--- config.mk ---
export PLATFORM = sky130hd
export DESIGN_NAME = lrc_tag_timestamp_parser
export DESIGN_NICKNAME = d
export VERILOG_FILES = /design/src/hdl/lrc_tsp_pkg.sv /design/src/hdl/lrc_tsp_mac.sv /design/src/hdl/lrc_tag_timestamp_parser.sv
export SDC_FILE = /design/constraint.sdc
export NUM_CORES = 2
export LEC_CHECK = 0
export BUFFER_PORTS_ARGS = -buffer_cell sky130_fd_sc_hd__buf_2
export CAP_MARGIN = 40
export CORE_MARGIN = 5
export CORE_UTILIZATION = 45
export DETAILED_ROUTE_END_ITERATION = 7
export PLACE_DENSITY_LB_ADDON = 0.2
export SYNTH_ARGS = -nofsm -noshare
export SYNTH_HDL_FRONTEND = slang
export SYNTH_SLANG_ARGS = --single-unit
--- constraint.sdc ---
create_clock -name clk -period 15.84 [get_ports clk]
set_clock_uncertainty 0.15 [all_clocks]
set_input_delay 2.376 -clock clk [delete_from_list [all_inputs] [get_ports clk]]
set_output_delay 2.376 -clock clk [all_outputs]
set_load 0.05 [all_outputs]
--- src/hdl/lrc_tsp_pkg.sv ---
package lrc_tsp_pkg;

  localparam int MAX_STAMPS = 32;
  localparam int STAMP_AW   = (MAX_STAMPS > 1) ? $clog2(MAX_STAMPS) : 1;
  localparam int COUNT_W    = $clog2(MAX_STAMPS + 1);
  localparam int STAMP_W    = 30;
  localparam int MSEC_W     = 31;
  localparam int MAC_W      = 32;
  localparam int MAC_PROD_W = 40;
  localparam int TEMP_W     = 20;

  localparam logic [7:0] CH_NUL     = 8'h00;
  localparam logic [7:0] CH_TAB     = 8'h09;
  localparam logic [7:0] CH_NL      = 8'h0A;
  localparam logic [7:0] CH_CR      = 8'h0D;
  localparam logic [7:0] CH_SPACE   = 8'h20;
  localparam logic [7:0] CH_PLUS    = 8'h2B;
  localparam logic [7:0] CH_MINUS   = 8'h2D;
  localparam logic [7:0] CH_DOT     = 8'h2E;
  localparam logic [7:0] CH_ZERO    = 8'h30;
  localparam logic [7:0] CH_NINE    = 8'h39;
  localparam logic [7:0] CH_COLON   = 8'h3A;
  localparam logic [7:0] CH_UPPER_A = 8'h41;
  localparam logic [7:0] CH_UPPER_Z = 8'h5A;
  localparam logic [7:0] CH_LBRACK  = 8'h5B;
  localparam logic [7:0] CH_RBRACK  = 8'h5D;
  localparam logic [7:0] CASE_DELTA = 8'h20;

  localparam logic [13:0] FIELD_SAT   = 14'd9999;
  localparam logic [23:0] OFFSET_SAT  = 24'd9999999;
  localparam logic [3:0]  PREFIX_LEN  = 4'd7;
  localparam logic [3:0]  PREFIX_FAIL = 4'd8;
  localparam logic [3:0]  TAG_LEN_MAX = 4'd15;
  localparam logic [1:0]  FRAC_DIGITS = 2'd3;

  localparam logic [9:0] K_DECIMAL = 10'd10;
  localparam logic [9:0] K_MINUTE  = 10'd60;
  localparam logic [9:0] K_SECOND  = 10'd1000;
  localparam logic [9:0] K_UNIT    = 10'd1;

  typedef enum logic [1:0] {
    LP_TAG_START,
    LP_IN_TAG,
    LP_TEXT
  } line_phase_t;

  typedef enum logic [2:0] {
    SP_MINUTES,
    SP_SEC_FIRST,
    SP_SECONDS,
    SP_FRACTION,
    SP_NONE
  } stamp_phase_t;

  typedef enum logic [2:0] {
    MAC_FIELD,
    MAC_OFFSET,
    MAC_FRAC,
    MAC_MIN,
    MAC_MS,
    MAC_ADD
  } mac_op_t;

  typedef enum logic [3:0] {
    S_IDLE,
    S_BYTE,
    S_CL_FRAC,
    S_CL_MIN,
    S_CL_MS,
    S_END,
    S_RD,
    S_ADD,
    S_MARK,
    S_FIN
  } state_t;

  typedef struct packed {
    mac_op_t                   op;
    logic [STAMP_W-1:0]        a;
    logic signed [MAC_W-1:0]   b;
  } mac_req_t;

  function automatic logic [7:0] prefix_char(input logic [2:0] idx);
    logic [7:0] c;
    unique case (idx)
      3'd0: c = 8'h6F;
      3'd1: c = 8'h66;
      3'd2: c = 8'h66;
      3'd3: c = 8'h73;
      3'd4: c = 8'h65;
      3'd5: c = 8'h74;
      3'd6: c = 8'h3A;
      default: c = 8'h00;
    endcase
    return c;
  endfunction

endpackage

--- src/hdl/lrc_tsp_mac.sv ---
module lrc_tsp_mac (
  input  lrc_tsp_pkg::mac_req_t           req,
  output logic [lrc_tsp_pkg::MAC_W-1:0]   res
);
  import lrc_tsp_pkg::*;

  logic [9:0]            k;
  logic [MAC_PROD_W-1:0] prod;
  logic [MAC_PROD_W-1:0] sum;

  always_comb begin
    unique case (req.op)
      MAC_FIELD, MAC_OFFSET, MAC_FRAC: k = K_DECIMAL;
      MAC_MIN: k = K_MINUTE;
      MAC_MS:  k = K_SECOND;
      default: k = K_UNIT;
    endcase
  end

  assign prod = {{(MAC_PROD_W-STAMP_W){1'b0}}, req.a} * {{(MAC_PROD_W-10){1'b0}}, k};
  assign sum  = prod + {{(MAC_PROD_W-MAC_W){req.b[MAC_W-1]}}, req.b};

  always_comb begin
    res = sum[MAC_W-1:0];
    unique case (req.op)
      MAC_FIELD: begin
        if (sum > MAC_PROD_W'(FIELD_SAT)) res = MAC_W'(FIELD_SAT);
      end
      MAC_OFFSET: begin
        if (sum > MAC_PROD_W'(OFFSET_SAT)) res = MAC_W'(OFFSET_SAT);
      end
      default: ;
    endcase
  end

endmodule

--- src/hdl/lrc_tag_timestamp_parser.sv ---
// LRC timestamp tag parser. Feed lyric text one byte per beat on s_*; s_tlast marks
// end of text, ends the line and clears the running offset. At each line end that
// holds non-blank text, one beat per stored [m:ss.fff] stamp leaves on m_* with the
// offset from an [offset:+/-N] tag added, m_tlast on the final one; with cfg_wdata
// written 0 an untimed text line yields one beat with m_tuser set. An ordinary byte
// passes from S_IDLE through S_BYTE. A ']' that closes a timestamp adds a state for
// each step of the shared multiply-add unit (fraction padding, minutes*60, *1000). A
// line end passes S_END, S_RD and S_ADD per stamp beat or S_MARK for the unsynced
// beat, then S_FIN; S_ADD and S_MARK wait until m_tready takes a held beat.
// The stamp store is a memory read one entry per beat. s_tready is low while busy.
module lrc_tag_timestamp_parser (
  input  logic        clk,
  input  logic        rst,
  input  logic        cfg_wen,
  input  logic        cfg_wdata,   // synced_mode
  input  logic        s_tvalid,
  output logic        s_tready,
  input  logic [7:0]  s_tdata,     // [7:0] ch
  input  logic        s_tlast,     // end_of_text
  output logic        m_tvalid,
  input  logic        m_tready,
  output logic [31:0] m_tdata,     // [30:0] msec, [31] zero
  output logic        m_tuser,     // unsynced
  output logic        m_tlast      // last
);
  import lrc_tsp_pkg::*;

  state_t       state, state_next;
  logic [7:0]   ch_r;
  logic         eot_r;
  logic         synced_mode;
  line_phase_t  line_phase;
  stamp_phase_t stamp_phase;
  logic [13:0]  minutes_acc;
  logic [13:0]  seconds_acc;
  logic [9:0]   fraction_acc;
  logic [1:0]   fraction_digits;
  logic [3:0]   tag_length;
  logic [3:0]   prefix_matched;
  logic         offset_negative;
  logic [23:0]  offset_accum;
  logic         offset_digits_done;
  logic signed [24:0] offset_ms;
  logic [COUNT_W-1:0] stamp_count;
  logic [COUNT_W-1:0] idx;
  logic         text_seen;
  logic [TEMP_W-1:0]  temp;
  logic [STAMP_W-1:0] stamp_mem [MAX_STAMPS];
  logic [STAMP_W-1:0] rd_data;
  logic [MSEC_W-1:0]  out_msec;
  logic         out_unsynced;
  logic         out_last;

  mac_req_t         mac_req;
  logic [MAC_W-1:0] mac_res;

  logic       is_digit;
  logic [3:0] digit;
  logic [7:0] lc;
  logic       is_blank;
  logic       out_free;
  logic       line_text;
  logic       stamp_close;
  logic       mem_we;

  lrc_tsp_mac u_mac (
    .req (mac_req),
    .res (mac_res)
  );

  assign is_digit    = (ch_r >= CH_ZERO) && (ch_r <= CH_NINE);
  assign digit       = 4'(ch_r - CH_ZERO);
  assign lc          = ((ch_r >= CH_UPPER_A) && (ch_r <= CH_UPPER_Z)) ? ch_r + CASE_DELTA : ch_r;
  assign is_blank    = (ch_r == CH_SPACE) || (ch_r == CH_TAB) || (ch_r == CH_CR);
  assign out_free    = !m_tvalid || m_tready;
  assign line_text   = text_seen || (line_phase == LP_IN_TAG);
  assign stamp_close = (line_phase == LP_IN_TAG) && (ch_r == CH_RBRACK) &&
                       ((stamp_phase == SP_SECONDS) || (stamp_phase == SP_FRACTION));
  assign mem_we      = (state == S_CL_MS);

  assign s_tready = (state == S_IDLE);
  assign m_tdata  = {1'b0, out_msec};
  assign m_tuser  = out_unsynced;
  assign m_tlast  = out_last;

  always_ff @(posedge clk) begin
    if (rst) begin
      state <= S_IDLE;
    end else begin
      state <= state_next;
    end
  end

  always_comb begin
    state_next = state;
    mac_req.op = MAC_ADD;
    mac_req.a  = '0;
    mac_req.b  = '0;
    unique case (state)
      S_IDLE: begin
        if (s_tvalid) state_next = S_BYTE;
      end
      S_BYTE: begin
        mac_req.b = MAC_W'(digit);
        priority if (stamp_phase == SP_MINUTES) begin
          mac_req.op = MAC_FIELD;
          mac_req.a  = STAMP_W'(minutes_acc);
        end else if (stamp_phase == SP_SEC_FIRST || stamp_phase == SP_SECONDS) begin
          mac_req.op = MAC_FIELD;
          mac_req.a  = STAMP_W'(seconds_acc);
        end else if (stamp_phase == SP_FRACTION) begin
          mac_req.op = MAC_FRAC;
          mac_req.a  = STAMP_W'(fraction_acc);
        end else begin
          mac_req.op = MAC_OFFSET;
          mac_req.a  = STAMP_W'(offset_accum);
        end
        priority if (ch_r == CH_NL) begin
          state_next = S_END;
        end else if (stamp_close && stamp_count < COUNT_W'(MAX_STAMPS)) begin
          state_next = (fraction_digits < FRAC_DIGITS) ? S_CL_FRAC : S_CL_MIN;
        end else if (eot_r) begin
          state_next = S_END;
        end else begin
          state_next = S_IDLE;
        end
      end
      S_CL_FRAC: begin
        mac_req.op = MAC_FRAC;
        mac_req.a  = STAMP_W'(fraction_acc);
        if (fraction_digits == FRAC_DIGITS - 2'd1) state_next = S_CL_MIN;
      end
      S_CL_MIN: begin
        mac_req.op = MAC_MIN;
        mac_req.a  = STAMP_W'(minutes_acc);
        mac_req.b  = MAC_W'(seconds_acc);
        state_next = S_CL_MS;
      end
      S_CL_MS: begin
        mac_req.op = MAC_MS;
        mac_req.a  = STAMP_W'(temp);
        mac_req.b  = MAC_W'(fraction_acc);
        state_next = eot_r ? S_END : S_IDLE;
      end
      S_END: begin
        priority if (line_text && stamp_count != '0) begin
          state_next = S_RD;
        end else if (line_text && !synced_mode) begin
          state_next = S_MARK;
        end else begin
          state_next = S_FIN;
        end
      end
      S_RD: begin
        state_next = S_ADD;
      end
      S_ADD: begin
        mac_req.op = MAC_ADD;
        mac_req.a  = rd_data;
        mac_req.b  = MAC_W'(offset_ms);
        if (out_free) state_next = (idx + 1'b1 == stamp_count) ? S_FIN : S_RD;
      end
      S_MARK: begin
        if (out_free) state_next = S_FIN;
      end
      S_FIN: begin
        state_next = S_IDLE;
      end
      default: state_next = S_IDLE;
    endcase
  end

  always_ff @(posedge clk) begin
    if (s_tvalid && s_tready) begin
      ch_r  <= s_tdata;
      eot_r <= s_tlast;
    end
  end

  always_ff @(posedge clk) begin
    if (mem_we) stamp_mem[stamp_count[STAMP_AW-1:0]] <= mac_res[STAMP_W-1:0];
    if (state == S_RD) rd_data <= stamp_mem[idx[STAMP_AW-1:0]];
    if (state == S_CL_MIN) temp <= mac_res[TEMP_W-1:0];
  end

  always_ff @(posedge clk) begin
    if (rst) begin
      synced_mode        <= 1'b1;
      line_phase         <= LP_TAG_START;
      stamp_phase        <= SP_MINUTES;
      minutes_acc        <= '0;
      seconds_acc        <= '0;
      fraction_acc       <= '0;
      fraction_digits    <= '0;
      tag_length         <= '0;
      prefix_matched     <= '0;
      offset_negative    <= 1'b0;
      offset_accum       <= '0;
      offset_digits_done <= 1'b0;
      offset_ms          <= '0;
      stamp_count        <= '0;
      text_seen          <= 1'b0;
      idx                <= '0;
      m_tvalid           <= 1'b0;
    end else begin
      if (cfg_wen) synced_mode <= cfg_wdata;
      if ((state == S_ADD || state == S_MARK) && out_free) begin
        m_tvalid <= 1'b1;
      end else if (m_tready) begin
        m_tvalid <= 1'b0;
      end
      unique case (state)
        S_BYTE: begin
          if (ch_r != CH_NL && ch_r != CH_NUL) begin
            unique case (line_phase)
              LP_TAG_START: begin
                if (ch_r == CH_LBRACK) begin
                  line_phase         <= LP_IN_TAG;
                  stamp_phase        <= SP_MINUTES;
                  minutes_acc        <= '0;
                  seconds_acc        <= '0;
                  fraction_acc       <= '0;
                  fraction_digits    <= '0;
                  tag_length         <= '0;
                  prefix_matched     <= '0;
                  offset_negative    <= 1'b0;
                  offset_accum       <= '0;
                  offset_digits_done <= 1'b0;
                end else begin
                  line_phase <= LP_TEXT;
                  if (!is_blank) text_seen <= 1'b1;
                end
              end
              LP_IN_TAG: begin
                if (ch_r == CH_RBRACK) begin
                  line_phase <= LP_TAG_START;
                  if (!stamp_close && prefix_matched == PREFIX_LEN &&
                      tag_length > PREFIX_LEN) begin
                    offset_ms <= offset_negative ? -$signed({1'b0, offset_accum})
                                                 : $signed({1'b0, offset_accum});
                  end
                end else begin
                  unique case (stamp_phase)
                    SP_MINUTES: begin
                      priority if (is_digit) minutes_acc <= mac_res[13:0];
                      else if (ch_r == CH_COLON) stamp_phase <= SP_SEC_FIRST;
                      else stamp_phase <= SP_NONE;
                    end
                    SP_SEC_FIRST: begin
                      if (is_digit) begin
                        seconds_acc <= mac_res[13:0];
                        stamp_phase <= SP_SECONDS;
                      end else begin
                        stamp_phase <= SP_NONE;
                      end
                    end
                    SP_SECONDS: begin
                      priority if (is_digit) seconds_acc <= mac_res[13:0];
                      else if (ch_r == CH_DOT) stamp_phase <= SP_FRACTION;
                      else stamp_phase <= SP_NONE;
                    end
                    SP_FRACTION: begin
                      if (is_digit) begin
                        if (fraction_digits < FRAC_DIGITS) begin
                          fraction_acc    <= mac_res[9:0];
                          fraction_digits <= fraction_digits + 2'd1;
                        end
                      end else begin
                        stamp_phase <= SP_NONE;
                      end
                    end
                    default: ;
                  endcase
                  if (tag_length < PREFIX_LEN) begin
                    if (prefix_matched == tag_length && lc == prefix_char(tag_length[2:0])) begin
                      prefix_matched <= prefix_matched + 4'd1;
                    end else begin
                      prefix_matched <= PREFIX_FAIL;
                    end
                  end else if (prefix_matched == PREFIX_LEN) begin
                    priority if (tag_length == PREFIX_LEN &&
                                 (ch_r == CH_PLUS || ch_r == CH_MINUS)) begin
                      offset_negative <= (ch_r == CH_MINUS);
                    end else if (!offset_digits_done && is_digit) begin
                      offset_accum <= mac_res[23:0];
                    end else begin
                      offset_digits_done <= 1'b1;
                    end
                  end
                  if (tag_length < TAG_LEN_MAX) tag_length <= tag_length + 4'd1;
                end
              end
              LP_TEXT: begin
                if (!is_blank) text_seen <= 1'b1;
              end
              default: ;
            endcase
          end
        end
        S_CL_FRAC: begin
          fraction_acc    <= mac_res[9:0];
          fraction_digits <= fraction_digits + 2'd1;
        end
        S_CL_MS: begin
          stamp_count <= stamp_count + 1'b1;
        end
        S_END: begin
          idx <= '0;
        end
        S_ADD: begin
          if (out_free) begin
            out_msec     <= mac_res[MSEC_W-1:0];
            out_unsynced <= 1'b0;
            out_last     <= (idx + 1'b1 == stamp_count);
            idx          <= idx + 1'b1;
          end
        end
        S_MARK: begin
          if (out_free) begin
            out_msec     <= '0;
            out_unsynced <= 1'b1;
            out_last     <= 1'b1;
          end
        end
        S_FIN: begin
          line_phase         <= LP_TAG_START;
          stamp_count        <= '0;
          text_seen          <= 1'b0;
          stamp_phase        <= SP_MINUTES;
          minutes_acc        <= '0;
          seconds_acc        <= '0;
          fraction_acc       <= '0;
          fraction_digits    <= '0;
          tag_length         <= '0;
          prefix_matched     <= '0;
          offset_negative    <= 1'b0;
          offset_accum       <= '0;
          offset_digits_done <= 1'b0;
          if (eot_r) offset_ms <= '0;
        end
        default: ;
      endcase
    end
  end

`ifndef SYNTHESIS
  a_count_range: assert property (@(posedge clk) disable iff (rst)
    stamp_count <= COUNT_W'(MAX_STAMPS))
    else $error("stamp count beyond store depth");

  a_store_room: assert property (@(posedge clk) disable iff (rst)
    mem_we |-> stamp_count < COUNT_W'(MAX_STAMPS))
    else $error("stamp write into full store");

  a_marker_form: assert property (@(posedge clk) disable iff (rst)
    m_tvalid && m_tuser |-> m_tdata == '0 && m_tlast)
    else $error("unsynced beat with nonzero time or without last");

  a_busy_after_accept: assert property (@(posedge clk) disable iff (rst)
    s_tvalid && s_tready |=> !s_tready)
    else $error("input taken while previous byte in flight");
`endif

endmodule
==> qor.yml <==
placed_design:
  place_worst_setup_slack_ns: 3.92
  placed_area_sq_um: 59900
  placed_cells: 5326
  hpwlAfterDp_mm: 89.9
  port_buffers: 49
  place_congestion: 0.909
synth:
  ys_ff_latch: 1175
  netlist_instances: 3618
  yosys.area.top_type: "edfxtp_1"
  avgSynthCellArea_sq_um: 15.7
  ys_async_sr_fraction: 0
  syn_area_sq_um: 56700
  synth_area_leaders: "edfxtp_1, mux4_2, fa_1, dfxtp_1, ha_1"
  synth_top_area_share: 0.558
  synth_edf_count: 1052
  ys_seq_area_frac: 0.601
  synthFlopType: "edfxtp_1"
  netlist-cell-type-count: 79
  ys_warn_count: 0
clock_tree:
  root_buffer: "clkbuf_16"
  cts_made_buffers: 118
  holdBufCountCts: 0
  cts.path.max_buffers: 3
  clk_pin_slew_worst_paths_ns: 0.07
  clock-sinks: 1175
  cts_resized: 0
  cts_tree: "built"
  htreeDepth: 3
  cts_setup_buffers: 0
  clock_latency_ns: 0.73
timing:
  hold_viol: 0
  worst_slack_ns: 3.86
  max_slew_margin: 0.398
  period_share: 0.756
  hold_slack_ns: 0.314
  max_freq_mhz: 83.5
  tns_ns: 0
  min_period_ns: 11.98
  tightestPinTransition_ns: 0.896
  grt_setup_unrepaired: "no"
  setup_viol: 0
  finalMaxSlewViolations: 0
route:
  drt_iter0_markers: 3183
  wl_per_cell_um: 27.1
  ant_nets: 0
  first_pass_iters: 5
  wl_mm: 151
  vias_per_cell: 5.80
  drc: 0
  vias: 32200
die:
  num_rows: 130
  die-area_sq_um: 133000
  fp.dieW_um: 365
  core_sq_um: 125000
  die_y_um: 365
  initial_utilization: 0.452
  ios: 51
worst_setup_path:
  cp-start-kind: "flip-flop"
  slowest_stage: "nor2_1"
  end_kind: "flip-flop"
  rr_startpoint: "state[0]"
  reg2reg_to: "stamp_mem[11][25]"
  path_class: "flip-flop to flip-flop"
  worstPathRequired_ns: 16.25
  reg2reg_depth: 30
  crit_start: "state[0]"
  r2r_slack_ns: 3.86
  cp_max_fo: 34
  crit_top_cell: "fa_1"
  cp.arrival_ns: 12.39
  cp_slowest_stage_delay_ns: 0.74
pwr:
  power_frac_seq: 0.465
  p_comb_frac: 0.175
  intPower_mw: 5.65
  switching_share: 0.275
  clkPwrFrac: 0.360
  finalPower_mw: 7.79
  ir_drop_mv: 0.108
  net-switching-power_mw: 2.14
  power_density_nw_per_um2: 122
  leakage_nw: 22.8
worst_hold_path:
  whs_endpoint: "minutes_acc[3]"
  hold_depth: 2
  hp-class: "flip-flop to flip-flop"
  hold_start: "minutes_acc[3]"
layout:
  drive_gt1_frac: 0.197
  final_nets: 4164
  area_delta_synth_final_pct: 12.7
  layoutNonFillerInstCount: 5546
  final_area_sq_um: 63800
  final_core_util: 0.509
global_route:
  grt_pass1_vias: 32700
  grt.overflow.total: 0
  grtUsageTotal: 0.229
  grt_max_degree: 119
  grt_pass1_wl_mm: 221
  antenna_found_initial: 3
job:
  drv_cap: 0
status:
  status: "complete, no violations"
-- power by group through the flow --
stage	clock, mW	sequential (mW)	combinational [mW]
after floorplan	0	3.69	0.885
after global placement	0	3.70	1.28
after detailed placement	0	3.69	1.34
after CTS	2.86	3.63	1.34
after global routing	3.00	3.63	1.52
final	2.81	3.63	1.36
-- logic make-up after synthesis --
family | count (synthesis) | synth area share
multiplexers | 339 | 0.127
buffers and inverters | 497 | 0.0332
other | 2 | 0.000133
XOR/XNOR | 101 | 0.0156
AND/OR/NAND/NOR | 723 | 0.0629
AO/OA/AOI/OAI | 429 | 0.0515
adder cells (fa/ha/maj) | 352 | 0.109
flip-flops | 1175 | 0.601
-- worst max-delay path by stage --
stage	slack, ns	endpoint
after CTS	3.91	stamp_mem[11][25]
after floorplan	5.84	stamp_mem[0][15]
after global routing	3.19	stamp_mem[11][25]
final	3.86	stamp_mem[11][25]
after detailed placement	3.92	stamp_mem[11][25]
after global placement	3.91	stamp_mem[10][17]
-- routing by layer --
layer | track usage | wire length, um | up-vias
met4 | 0.0572 | 3780 | 4
met3 | 0.0451 | 11800 | 222
met5 | 0 | 27 | -
met2 | 0.379 | 73100 | 1265
li1 | - | - | 13900
met1 | 0.314 | 61800 | 16800
-- cell type report --
| class | count | area, sq um |
|---|---|---|
| clock inverter | 82 | 877 |
| antenna | 2 | 5.00 |
| tap | 1650 | 2060 |
| clock buffer | 135 | 3020 |
| multi-input combinational | 2033 | 21300 |
| fill | 10400 | 61600 |
| inverter | 310 | 1160 |
| sequential | 1175 | 34100 |
| timing repair buffer | 159 | 1320 |
-- registers in the layout (all words and copies together) (netlist names), 6 cells and up --
register      count
rd_data          30
seconds_acc      14
offset_ms        25
ch_r              8
fraction_acc     10
offset_accum     24
stamp_count       6
idx               6
minutes_acc      14
temp             20
stamp_mem       960
out_msec         31
-- cell usage in the layout, fill, tap and decap left out, types with 17 or more instances in the layout --
cell       instances
edfxtp_1        1052
inv_1            308
mux4_2           300
fa_1             235
nand2_1          197
nor2_1           150
clkbuf_16        118
dfxtp_1          118
ha_1             117
a21oi_1          110
conb_1            89
buf_4             85
o21ai_0           70
xnor2_1           63
and2_1            59
buf_2             50
nor3_1            46
xor2_1            37
a22oi_1           34
and3_1            33
nand3_1           33
mux2_2            31
nand2b_1          26
clkinv_2          26
or3_1             21
a22o_1            21
clkinv_1          21
nor2_4            20
or2_2             19
nand3b_1          17
clkbuf_1          17
-- critical path: cells and delay by family, from the launching register on --
kind / cells / cell delay [ns]
AND/OR/NAND/NOR: 12 / 4.66
adder cells (fa/ha/maj): 6 / 2.54
AO/OA/AOI/OAI: 6 / 2.10
XOR/XNOR: 2 / 0.92
buffers and inverters: 4 / 0.85
flip-flops: 1 / 0.55
-- cell usage after synthesis (34+ instances only) --
| cell | count |
|---|---|
| xnor2_1 | 64 |
| ha_1 | 117 |
| nor2_1 | 182 |
| fa_1 | 235 |
| xor2_1 | 37 |
| nor3_1 | 47 |
| and2_1 | 70 |
| dfxtp_1 | 123 |
| edfxtp_1 | 1052 |
| nand2_1 | 197 |
| inv_1 | 310 |
| a22oi_1 | 34 |
| a21oi_1 | 113 |
| and3_1 | 34 |
| mux4_2 | 300 |
| clkbuf_1 | 158 |
| o21ai_0 | 73 |
Power figures use the tool's default switching activity.
